### src/hw/rtl/arpb_pkg.sv
// admin request byte parser package: transaction structs, parse phase encoding
// and field codes shared by all parser modules
// no dependencies
package arpb_pkg;

   typedef struct packed {
      logic [7:0] byte_value;
      logic       new_message;
   } req_type;

   typedef struct packed {
      logic [2:0] status;
      logic [7:0] message_type;
      logic [7:0] command_code;
      logic [7:0] admin_flag;
      logic [1:0] field_kind;
      logic [7:0] field_byte;
      logic [7:0] field_index;
      logic [7:0] name_length;
      logic [7:0] pass_length;
   } rsp_type;

   typedef enum logic [3:0] {
      PH_TYPE      = 4'd0,
      PH_CMD_GET   = 4'd1,
      PH_CMD_USER  = 4'd2,
      PH_CMD_SNIFF = 4'd3,
      PH_ADMIN     = 4'd4,
      PH_ULEN      = 4'd5,
      PH_UNAME     = 4'd6,
      PH_PLEN      = 4'd7,
      PH_PASSWD    = 4'd8,
      PH_DONE      = 4'd9,
      PH_ERR_LEN   = 4'd10,
      PH_ERR_TYPE  = 4'd11,
      PH_ERR_CMD   = 4'd12,
      PH_ERR_ADMIN = 4'd13
   } phase_type;

   localparam logic [2:0] STATUS_BUSY      = 3'd0;
   localparam logic [2:0] STATUS_DONE      = 3'd1;
   localparam logic [2:0] STATUS_BAD_LEN   = 3'd2;
   localparam logic [2:0] STATUS_BAD_TYPE  = 3'd3;
   localparam logic [2:0] STATUS_BAD_CMD   = 3'd4;
   localparam logic [2:0] STATUS_BAD_ADMIN = 3'd5;

   localparam logic [1:0] KIND_NONE     = 2'd0;
   localparam logic [1:0] KIND_USERNAME = 2'd1;
   localparam logic [1:0] KIND_PASSWORD = 2'd2;

   localparam logic [7:0] MSG_GET   = 8'h00;
   localparam logic [7:0] MSG_USER  = 8'h01;
   localparam logic [7:0] MSG_SNIFF = 8'h02;
   localparam logic [7:0] MSG_QUIT  = 8'h03;

   localparam logic [7:0] USER_CMD_ADMIN = 8'h00;
   localparam logic [7:0] USER_CMD_NAME  = 8'h01;
   localparam logic [7:0] USER_CMD_BOTH  = 8'h02;

   localparam logic [7:0] GET_CMD_LIMIT   = 8'd4;
   localparam logic [7:0] SNIFF_CMD_LIMIT = 8'd2;
   localparam logic [7:0] ADMIN_FLAG_MAX  = 8'd1;

endpackage

### src/hw/rtl/arpb_in_reg.sv
// input register stage for request transactions
// depends on arpb_pkg
module arpb_in_reg (
   input  logic             clock,
   input  logic             reset,
   input  logic             req_valid,
   output logic             req_ready,
   input  arpb_pkg::req_type req_data,
   input  logic             advance,
   output logic             held_valid,
   output arpb_pkg::req_type held_data
);
   import arpb_pkg::*;

   logic    valid_ff;
   logic    valid_in;
   req_type data_ff;

   assign req_ready  = !valid_ff || advance;
   assign held_valid = valid_ff;
   assign held_data  = data_ff;

   always_comb begin
      valid_in = valid_ff;
      if (req_ready) begin
         valid_in = req_valid;
      end
   end

   always_ff @(posedge clock) begin
      if (reset) begin
         valid_ff <= 1'b0;
      end else begin
         valid_ff <= valid_in;
      end
   end

   always_ff @(posedge clock) begin
      if (req_valid && req_ready) begin
         data_ff <= req_data;
      end
   end

endmodule

### src/hw/rtl/arpb_parse_core.sv
// parse state machine: phase and field registers, next state and result logic
// depends on arpb_pkg
module arpb_parse_core (
   input  logic              clock,
   input  logic              reset,
   input  logic              advance,
   input  arpb_pkg::req_type  in_data,
   output arpb_pkg::rsp_type  result
);
   import arpb_pkg::*;

   phase_type  phase_ff, phase_in, base_phase;
   logic [7:0] type_ff, type_in, base_type;
   logic [7:0] cmd_ff, cmd_in, base_cmd;
   logic [7:0] admin_ff, admin_in, base_admin;
   logic [7:0] nlen_ff, nlen_in, base_nlen;
   logic [7:0] plen_ff, plen_in, base_plen;
   logic [7:0] count_ff, count_in, base_count;
   logic [7:0] expect_ff, expect_in, base_expect;
   logic [7:0] count_plus;
   logic [7:0] c;

   assign c = in_data.byte_value;

   // new message restarts from the cleared state
   always_comb begin
      if (in_data.new_message) begin
         base_phase  = PH_TYPE;
         base_type   = '0;
         base_cmd    = '0;
         base_admin  = '0;
         base_nlen   = '0;
         base_plen   = '0;
         base_count  = '0;
         base_expect = '0;
      end else begin
         base_phase  = phase_ff;
         base_type   = type_ff;
         base_cmd    = cmd_ff;
         base_admin  = admin_ff;
         base_nlen   = nlen_ff;
         base_plen   = plen_ff;
         base_count  = count_ff;
         base_expect = expect_ff;
      end
   end

   assign count_plus = base_count + 8'd1;

   always_comb begin
      phase_in  = base_phase;
      type_in   = base_type;
      cmd_in    = base_cmd;
      admin_in  = base_admin;
      nlen_in   = base_nlen;
      plen_in   = base_plen;
      count_in  = base_count;
      expect_in = base_expect;
      case (base_phase)
         PH_TYPE: begin
            type_in = c;
            if (c == MSG_GET) begin
               phase_in = PH_CMD_GET;
            end else if (c == MSG_USER) begin
               phase_in = PH_CMD_USER;
            end else if (c == MSG_SNIFF) begin
               phase_in = PH_CMD_SNIFF;
            end else if (c == MSG_QUIT) begin
               phase_in = PH_DONE;
            end else begin
               phase_in = PH_ERR_TYPE;
            end
         end
         PH_CMD_GET: begin
            cmd_in   = c;
            phase_in = (c < GET_CMD_LIMIT) ? PH_DONE : PH_ERR_CMD;
         end
         PH_CMD_SNIFF: begin
            cmd_in   = c;
            phase_in = (c < SNIFF_CMD_LIMIT) ? PH_DONE : PH_ERR_CMD;
         end
         PH_CMD_USER: begin
            cmd_in = c;
            if (c == USER_CMD_ADMIN) begin
               phase_in = PH_ADMIN;
            end else if (c == USER_CMD_NAME || c == USER_CMD_BOTH) begin
               phase_in = PH_ULEN;
            end else begin
               phase_in = PH_ERR_CMD;
            end
         end
         PH_ADMIN: begin
            admin_in = c;
            phase_in = (c <= ADMIN_FLAG_MAX) ? PH_ULEN : PH_ERR_ADMIN;
         end
         PH_ULEN, PH_PLEN: begin
            if (c == 8'd0) begin
               phase_in = PH_ERR_LEN;
            end else begin
               if (base_phase == PH_ULEN) begin
                  nlen_in  = c;
                  phase_in = PH_UNAME;
               end else begin
                  plen_in  = c;
                  phase_in = PH_PASSWD;
               end
               count_in  = 8'd0;
               expect_in = c;
            end
         end
         PH_UNAME, PH_PASSWD: begin
            count_in = count_plus;
            if (count_plus >= base_expect) begin
               if (base_phase == PH_PASSWD || base_cmd == USER_CMD_NAME) begin
                  phase_in = PH_DONE;
               end else begin
                  phase_in = PH_PLEN;
               end
            end
         end
         PH_DONE, PH_ERR_LEN, PH_ERR_TYPE, PH_ERR_CMD, PH_ERR_ADMIN: begin
            phase_in = base_phase;
         end
         default: begin
            phase_in = PH_ERR_LEN;
         end
      endcase
   end

   always_comb begin
      case (phase_in)
         PH_DONE:      result.status = STATUS_DONE;
         PH_ERR_LEN:   result.status = STATUS_BAD_LEN;
         PH_ERR_TYPE:  result.status = STATUS_BAD_TYPE;
         PH_ERR_CMD:   result.status = STATUS_BAD_CMD;
         PH_ERR_ADMIN: result.status = STATUS_BAD_ADMIN;
         default:      result.status = STATUS_BUSY;
      endcase
      result.message_type = type_in;
      result.command_code = cmd_in;
      result.admin_flag   = admin_in;
      result.name_length  = nlen_in;
      result.pass_length  = plen_in;
      if (base_phase == PH_UNAME || base_phase == PH_PASSWD) begin
         result.field_kind  = (base_phase == PH_UNAME) ? KIND_USERNAME : KIND_PASSWORD;
         result.field_byte  = c;
         result.field_index = base_count;
      end else begin
         result.field_kind  = KIND_NONE;
         result.field_byte  = 8'd0;
         result.field_index = 8'd0;
      end
   end

   always_ff @(posedge clock) begin
      if (reset) begin
         phase_ff  <= PH_TYPE;
         type_ff   <= '0;
         cmd_ff    <= '0;
         admin_ff  <= '0;
         nlen_ff   <= '0;
         plen_ff   <= '0;
         count_ff  <= '0;
         expect_ff <= '0;
      end else if (advance) begin
         phase_ff  <= phase_in;
         type_ff   <= type_in;
         cmd_ff    <= cmd_in;
         admin_ff  <= admin_in;
         nlen_ff   <= nlen_in;
         plen_ff   <= plen_in;
         count_ff  <= count_in;
         expect_ff <= expect_in;
      end
   end

endmodule

### src/hw/rtl/arpb_out_reg.sv
// result register holding one response transaction until it is taken
// depends on arpb_pkg
module arpb_out_reg (
   input  logic              clock,
   input  logic              reset,
   input  logic              held_valid,
   output logic              advance,
   input  arpb_pkg::rsp_type  result,
   output logic              rsp_valid,
   input  logic              rsp_ready,
   output arpb_pkg::rsp_type  rsp_data
);
   import arpb_pkg::*;

   logic    valid_ff;
   logic    valid_in;
   rsp_type data_ff;

   assign advance   = held_valid && (!valid_ff || rsp_ready);
   assign rsp_valid = valid_ff;
   assign rsp_data  = data_ff;

   always_comb begin
      valid_in = valid_ff;
      if (advance) begin
         valid_in = 1'b1;
      end else if (rsp_ready) begin
         valid_in = 1'b0;
      end
   end

   always_ff @(posedge clock) begin
      if (reset) begin
         valid_ff <= 1'b0;
      end else begin
         valid_ff <= valid_in;
      end
   end

   always_ff @(posedge clock) begin
      if (advance) begin
         data_ff <= result;
      end
   end

endmodule

### src/hw/rtl/admin_request_byte_parser.sv
// admin request byte parser top level: input register, parse core, result register
// path: an accepted request is held in the input register, then its response in the result register;
// that move waits while an earlier response is not yet taken from the result register
// throughput: one transaction per cycle, stalled while a response waits untaken in the result register
// reset: synchronous, clears both valid flags and returns the parser to the type byte
// depends on arpb_pkg, arpb_in_reg, arpb_parse_core, arpb_out_reg
module admin_request_byte_parser (
   input  logic              clock,
   input  logic              reset,
   input  logic              req_valid,
   output logic              req_ready,
   input  arpb_pkg::req_type  req_data,
   output logic              rsp_valid,
   input  logic              rsp_ready,
   output arpb_pkg::rsp_type  rsp_data
);
   import arpb_pkg::*;

   logic    advance;
   logic    held_valid;
   req_type held_data;
   rsp_type result;

   arpb_in_reg u_in_reg (
      .clock      (clock),
      .reset      (reset),
      .req_valid  (req_valid),
      .req_ready  (req_ready),
      .req_data   (req_data),
      .advance    (advance),
      .held_valid (held_valid),
      .held_data  (held_data)
   );

   arpb_parse_core u_core (
      .clock   (clock),
      .reset   (reset),
      .advance (advance),
      .in_data (held_data),
      .result  (result)
   );

   arpb_out_reg u_out_reg (
      .clock      (clock),
      .reset      (reset),
      .held_valid (held_valid),
      .advance    (advance),
      .result     (result),
      .rsp_valid  (rsp_valid),
      .rsp_ready  (rsp_ready),
      .rsp_data   (rsp_data)
   );

endmodule
### config.mk
export PLATFORM = sky130hd
export DESIGN_NAME = admin_request_byte_parser
export DESIGN_NICKNAME = d
export VERILOG_FILES = /design/src/hw/rtl/arpb_pkg.sv /design/src/hw/rtl/arpb_in_reg.sv /design/src/hw/rtl/arpb_parse_core.sv /design/src/hw/rtl/arpb_out_reg.sv /design/src/hw/rtl/admin_request_byte_parser.sv
export SDC_FILE = /design/constraint.sdc
export NUM_CORES = 1
export LEC_CHECK = 0
export BUFFER_PORTS_ARGS = -buffer_cell sky130_fd_sc_hd__buf_2
export CORE_MARGIN = 4
export CORE_UTILIZATION = 35
export CTS_CLUSTER_SIZE = 24
export DETAILED_ROUTE_END_ITERATION = 8
export GPL_ROUTABILITY_DRIVEN = 0
export SETUP_SLACK_MARGIN = 0.05
export SYNTH_ARGS = -nofsm -noshare
export SYNTH_HDL_FRONTEND = slang
export SYNTH_SLANG_ARGS = --single-unit
### constraint.sdc
create_clock -name clock -period 12 [get_ports clock]
set_input_delay 1.2 -clock clock [delete_from_list [all_inputs] [get_ports clock]]
set_output_delay 1.2 -clock clock [all_outputs]
set_load 0.01 [all_outputs]
==> After elaboration in Yosys (flattened, before gate mapping) <==
Cells that the tools add are included.
{ "word_totals": {"word_cells": 103, "reg_bits": 132, "out_inout_bits": 63, "in_bits": 13} }
{ "classes": {"reduce_logical": 16, "eq_ne": 22, "n_lt_le_gt_ge": 4, "mux": 39, "add_sub_neg": 1} }
{ "ops": {"columns": ["op", "count"], "rows": [
  ["two-way mux 8 bit", 19],
  ["equality test 4 bit, second input constant", 11],
  ["two-way mux 4 bit", 11],
  ["case mux 4 bit (8 select lines)", 1],
  ["equality test 4 x 3 -> 1 bit, second input constant", 4],
  ["equality test 8 x 1 -> 1 bit, second input constant", 2],
  ["equality test 8 x 2 -> 1 bit, second input constant", 2],
  ["case mux 8 bit (2 select lines)", 1],
  ["case mux 3 bit (5 select lines)", 1],
  ["adder 8 x 1 -> 8 bit, second input constant", 1],
  ["equality test 4 x 2 -> 1 bit, second input constant", 2],
  [">= comparator 8 bit", 1],
  ["<= comparator 8 x 1 -> 1 bit, second input constant", 1],
  ["zero test 8 bit", 1],
  ["< comparator 8 x 2 -> 1 bit, second input constant", 1],
  ["< comparator 8 x 3 -> 1 bit, second input constant", 1],
  ["two-way mux 3 bit", 2],
  ["logical OR 1 bit", 5],
  ["OR reduction 5 bit", 1],
  ["equality test 4 x 1 -> 1 bit, second input constant", 1],
  ["zero test 4 bit", 1],
  ["two-way mux 2 bit", 2],
  ["OR reduction 2 bit", 2],
  ["OR reduction 3 bit", 1],
  ["other kinds (4)", 7]
]} }

==> Depth between registers and ports, before layout <==
{ "logic_depth": {"word_depth": 8, "ltp_mapped": 15, "mapped_depth_nobuf": 13} }

==> By module <==
From an unflattened synthesis, not the netlist that was laid out.
{ "hier_totals": {"hier_cells": 540, "area_unflattened_um2": 5933.2} }
{ "by_module_without_submodules": {"columns": ["mod", "seq_area_each_um2", "n_inst", "area_per_inst_um2", "cells_per_inst"], "rows": [
  ["arpb_parse_core", 1201.2, 1, 3721.1, 460],
  ["arpb_out_reg", 1851.8, 1, 1886.8, 66],
  ["arpb_in_reg", 290.3, 1, 325.3, 14]
]} }

==> Worst setup path before layout <==
OpenSTA, ideal clock, no wires.
{ "synth_timing": {"path_type": "input to register", "start": "in rsp_ready", "end": "reg u_core.phase_ff[2]", "path_stages": 6, "t_required_ns": 11.739, "setup_time_ns": 0.261, "n_path_buf": 2, "setup_slack_ns": 7.766, "t_arrival_ns": 3.972, "path_cell_list": "nor2b_1 > nand2b_1 > inv_1 > clkbuf_1 > clkbuf_1 > a41oi_1"} }
{ "synth_via": {"elab_chain_cells": 2} }
{ "synth_lines": {"columns": ["element", "line_no", "source"], "rows": [
  ["start: declaration", "admin_request_byte_parser.sv:14", "input logic rsp_ready,"],
  ["logical OR 1 bit", "arpb_out_reg.sv:19", "assign advance = held_valid && (!valid_ff || rsp_ready);"],
  ["logical AND 1 bit", "arpb_out_reg.sv:19", null],
  ["via advance", "admin_request_byte_parser.sv:19", "logic advance;"],
  ["end signal: assignment", "arpb_parse_core.sv:166", "phase_ff <= phase_in;"],
  ["end: declaration", "arpb_parse_core.sv:12", "phase_type phase_ff, phase_in, base_phase;"]
]} }
The timed path passes the listed nets, and every way through them passes these cells.
A chain may end at the register's enable or synchronous reset.

==> metrics.cfg <==
[run_status]
outcome=finished clean

[sta]
holdWs_ps=460
setup_viol=0
hold_viol=0
rsz0062_at_grt=no
period_minus_slack_ps=4490
skew_ps=9.26
fmax_ghz=0.223
min_period_over_period=0.374
drv_slew=0
tightest_slew_ps=1090
setup_tns_ps=0
relSlewSlack=0.272

[yosys]
synth.cells.most_frequent=72 x nand2_1, 70 x edfxtp_1, 62 x dfxtp_1
yosys.area.top_type_share=0.352
synth_top_area_cell=edfxtp_1
syn_inst=553
synth_most_common_cell=nand2_1
ys_seq_elements=132
syn-mean-instance-area_um2=10.8
synth-edff-count=70
synth_nets=575
ys_types=61
synth_seq_area_share=0.559
synth.area.top_cells=edfxtp_1 35%, dfxtp_1 21%, nand2_1 4.5%
ys_warn_count=0
synth_top_flop_cell=edfxtp_1
netlist_area_um2=5980
ys_async_sr_fraction=0

[critical_path]
r2r_end=u_out_reg.rsp_data[59]$_DFFE_PP_
reg2reg_slack_ps=7510
arrival_ps=4720
worstPathMaxFanout=46
rr_startpoint=u_in_reg.held_data[0]$_DFFE_PP_
required_ps=12230
critical_path.startpoint_type=flop
end_kind=flop
reg2regPathDepth=15
critPathKind=flop to flop

[hold_path]
hold_start=u_core.admin_ff[4]$_SDFFE_PP0P_
min_to=u_core.admin_ff[4]$_SDFFE_PP0P_
hp-class=flop to flop
min_path_cells=2

[clock_network]
postCtsSetupBuffers=0
ctsHoldBuffers=0
cts_tree=yes
clk_latency_ps=420
root_buffer=clkbuf_16
cts_buffers=17
cts_max_level=4
ctsResizeCount=0
clk_pin_slew_worst_paths_ps=60
clock_path_buffers=2
clock_sinks=132

[power_and_ir_drop]
p_per_area_nw_per_um2=152
p_int_mw=0.818
switchingPower_mw=0.255
clock_power_share=0.438
seqPwrFrac=0.479
switching_share=0.238
power_frac_comb=0.083
p_leak_nw=2.73
ir_worst_vdd_uv=154

[cells_and_area]
antennaDiodeCount=0
drive_above_1_share=0.259
fin_util=0.425
final_cells=850
area_delta_synth_final_pct=18.3
fill_cells=1561
nets=639

[floorplan]
row_count=47
initial_core_util=0.359
ioPinCount=76
core_um2=16600
die-height_um=139
die_area_um2=19200
die_w_um=139

[global_route]
antenna_found_initial=0
grt_start_max_net_pins=68
overflow=0
grt_pass1_vias=4293
track_usage=0.149
grt_pass1_wl_um=23000

[place]
post-dp-hpwl_um=8950
post-place-cells=818
numPortBuffers=75

[drt]
ant_nets=0
wl_per_cell_um=16.9
drt_iter0_markers=334
wl_um=14300
viasPerCell=5.19
drcViolationCount=0
firstDrtPassIters=5
vias=4409

[job]
cap_viol_max_count=0

-- layout by cell type, fill, tap and decap left out, types with 11 or more instances in the layout --
master | synthesis | routed
a31o_2 | 16 | 16
dfxtp_1 | 62 | 62
o211a_1 | 15 | 15
and2_1 | 16 | 16
edfxtp_1 | 70 | 70
o21ai_0 | 11 | 11
nand2_1 | 72 | 72
buf_2 | 5 | 75
clkbuf_16 | 0 | 17
a21oi_1 | 35 | 35
nand2b_1 | 22 | 21
mux2_2 | 21 | 21
nor2_1 | 34 | 34
nor2b_1 | 34 | 34
-- layer usage --
| metal | global-route usage | routed length, µm | up-vias |
|---|---|---|---|
| met5 | 0 | 0 | - |
| met2 | 0.223 | 6290 | 183 |
| met1 | 0.211 | 6820 | 2078 |
| met3 | 0.0410 | 1030 | 17 |
| li1 | - | - | 2131 |
| met4 | 0.0515 | 194 | 0 |
-- power groups by stage --
stage	sequential (mW)	clock [mW]	combinational (mW)
floorplan	0.520	0	0.0599
global placement	0.522	0	0.0861
detailed placement	0.522	0	0.0887
CTS	0.514	0.482	0.0893
global route	0.516	0.503	0.0979
finish	0.514	0.470	0.0887
-- stage by stage --
step           power (mW)  worst slack (ps)  cell area [µm²]
2_1_floorplan       0.580              7770             5980
3_3_place_gp        0.608              7840             6540
3_5_place_dp        0.611              7630             6540
4_1_cts              1.09              7600             7070
5_1_grt              1.12              7190             7070
6_report             1.07              7510             7070
-- cell families after synthesis --
group | after synthesis | share of synthesized area
adders and majority gates | 9 | 0.0188
muxes | 21 | 0.0395
buffers and inverters | 43 | 0.0280
and+or+nand+nor | 219 | 0.192
DFF | 132 | 0.559
xor gates and xnor gates | 5 | 0.00733
AOI/OAI and AO/OA | 124 | 0.155
-- critical path: stages (launching register included) --
cell and delay (ps):
edfxtp_1 370, buf_4 300, inv_1 100, buf_4 340
nand2_1 190, inv_1 100, ha_1 240, nand4_1 240
or3_1 420, a21oi_1 210, ha_1 180, and3_1 170
or4b_2 650, a211oi_1 230, and3b_2 270, a211oi_1 260
-- how the worst max path moves through the flow --
stage | startpoint | to | slack [ps] | cells after the start
floorplan | rsp_ready | u_core.phase_ff[2]$_SDFFE_PP0P_ | 7770 | 6
global placement | u_in_reg.held_data[0]$_DFFE_PP_ | u_out_reg.rsp_data[59]$_DFFE_PP_ | 7840 | 15
detailed placement | u_in_reg.held_data[0]$_DFFE_PP_ | u_out_reg.rsp_data[59]$_DFFE_PP_ | 7630 | 15
CTS | u_in_reg.held_data[0]$_DFFE_PP_ | u_out_reg.rsp_data[59]$_DFFE_PP_ | 7600 | 15
global route | u_in_reg.held_data[0]$_DFFE_PP_ | u_out_reg.rsp_data[59]$_DFFE_PP_ | 7190 | 15
finish | u_in_reg.held_data[0]$_DFFE_PP_ | u_out_reg.rsp_data[59]$_DFFE_PP_ | 7510 | 15
-- layout make-up --
cell class	instances	area, µm²	area share
tap	220	275	0.0389
clock buffer	21	450	0.0637
inverter	7	27.5	0.00389
multi-input combinational	378	2470	0.349
sequential	132	3340	0.473
timing repair buffer	81	420	0.0594
clock inverter	11	86.3	0.0122
-- sequential cells by signal (all words and copies together), names as in the netlist --
signal and flops:
u_core.expect_ff 8, u_core.cmd_ff 8, u_core.nlen_ff 8, u_in_reg.held_valid 1, u_out_reg.rsp_data 61, u_core.type_ff 8
u_out_reg.rsp_valid 1, u_core.admin_ff 8, u_core.phase_ff 4, u_in_reg.held_data 9, u_core.count_ff 8, u_core.plen_ff 8
Note: power is estimated with default switching activity, not from simulation.
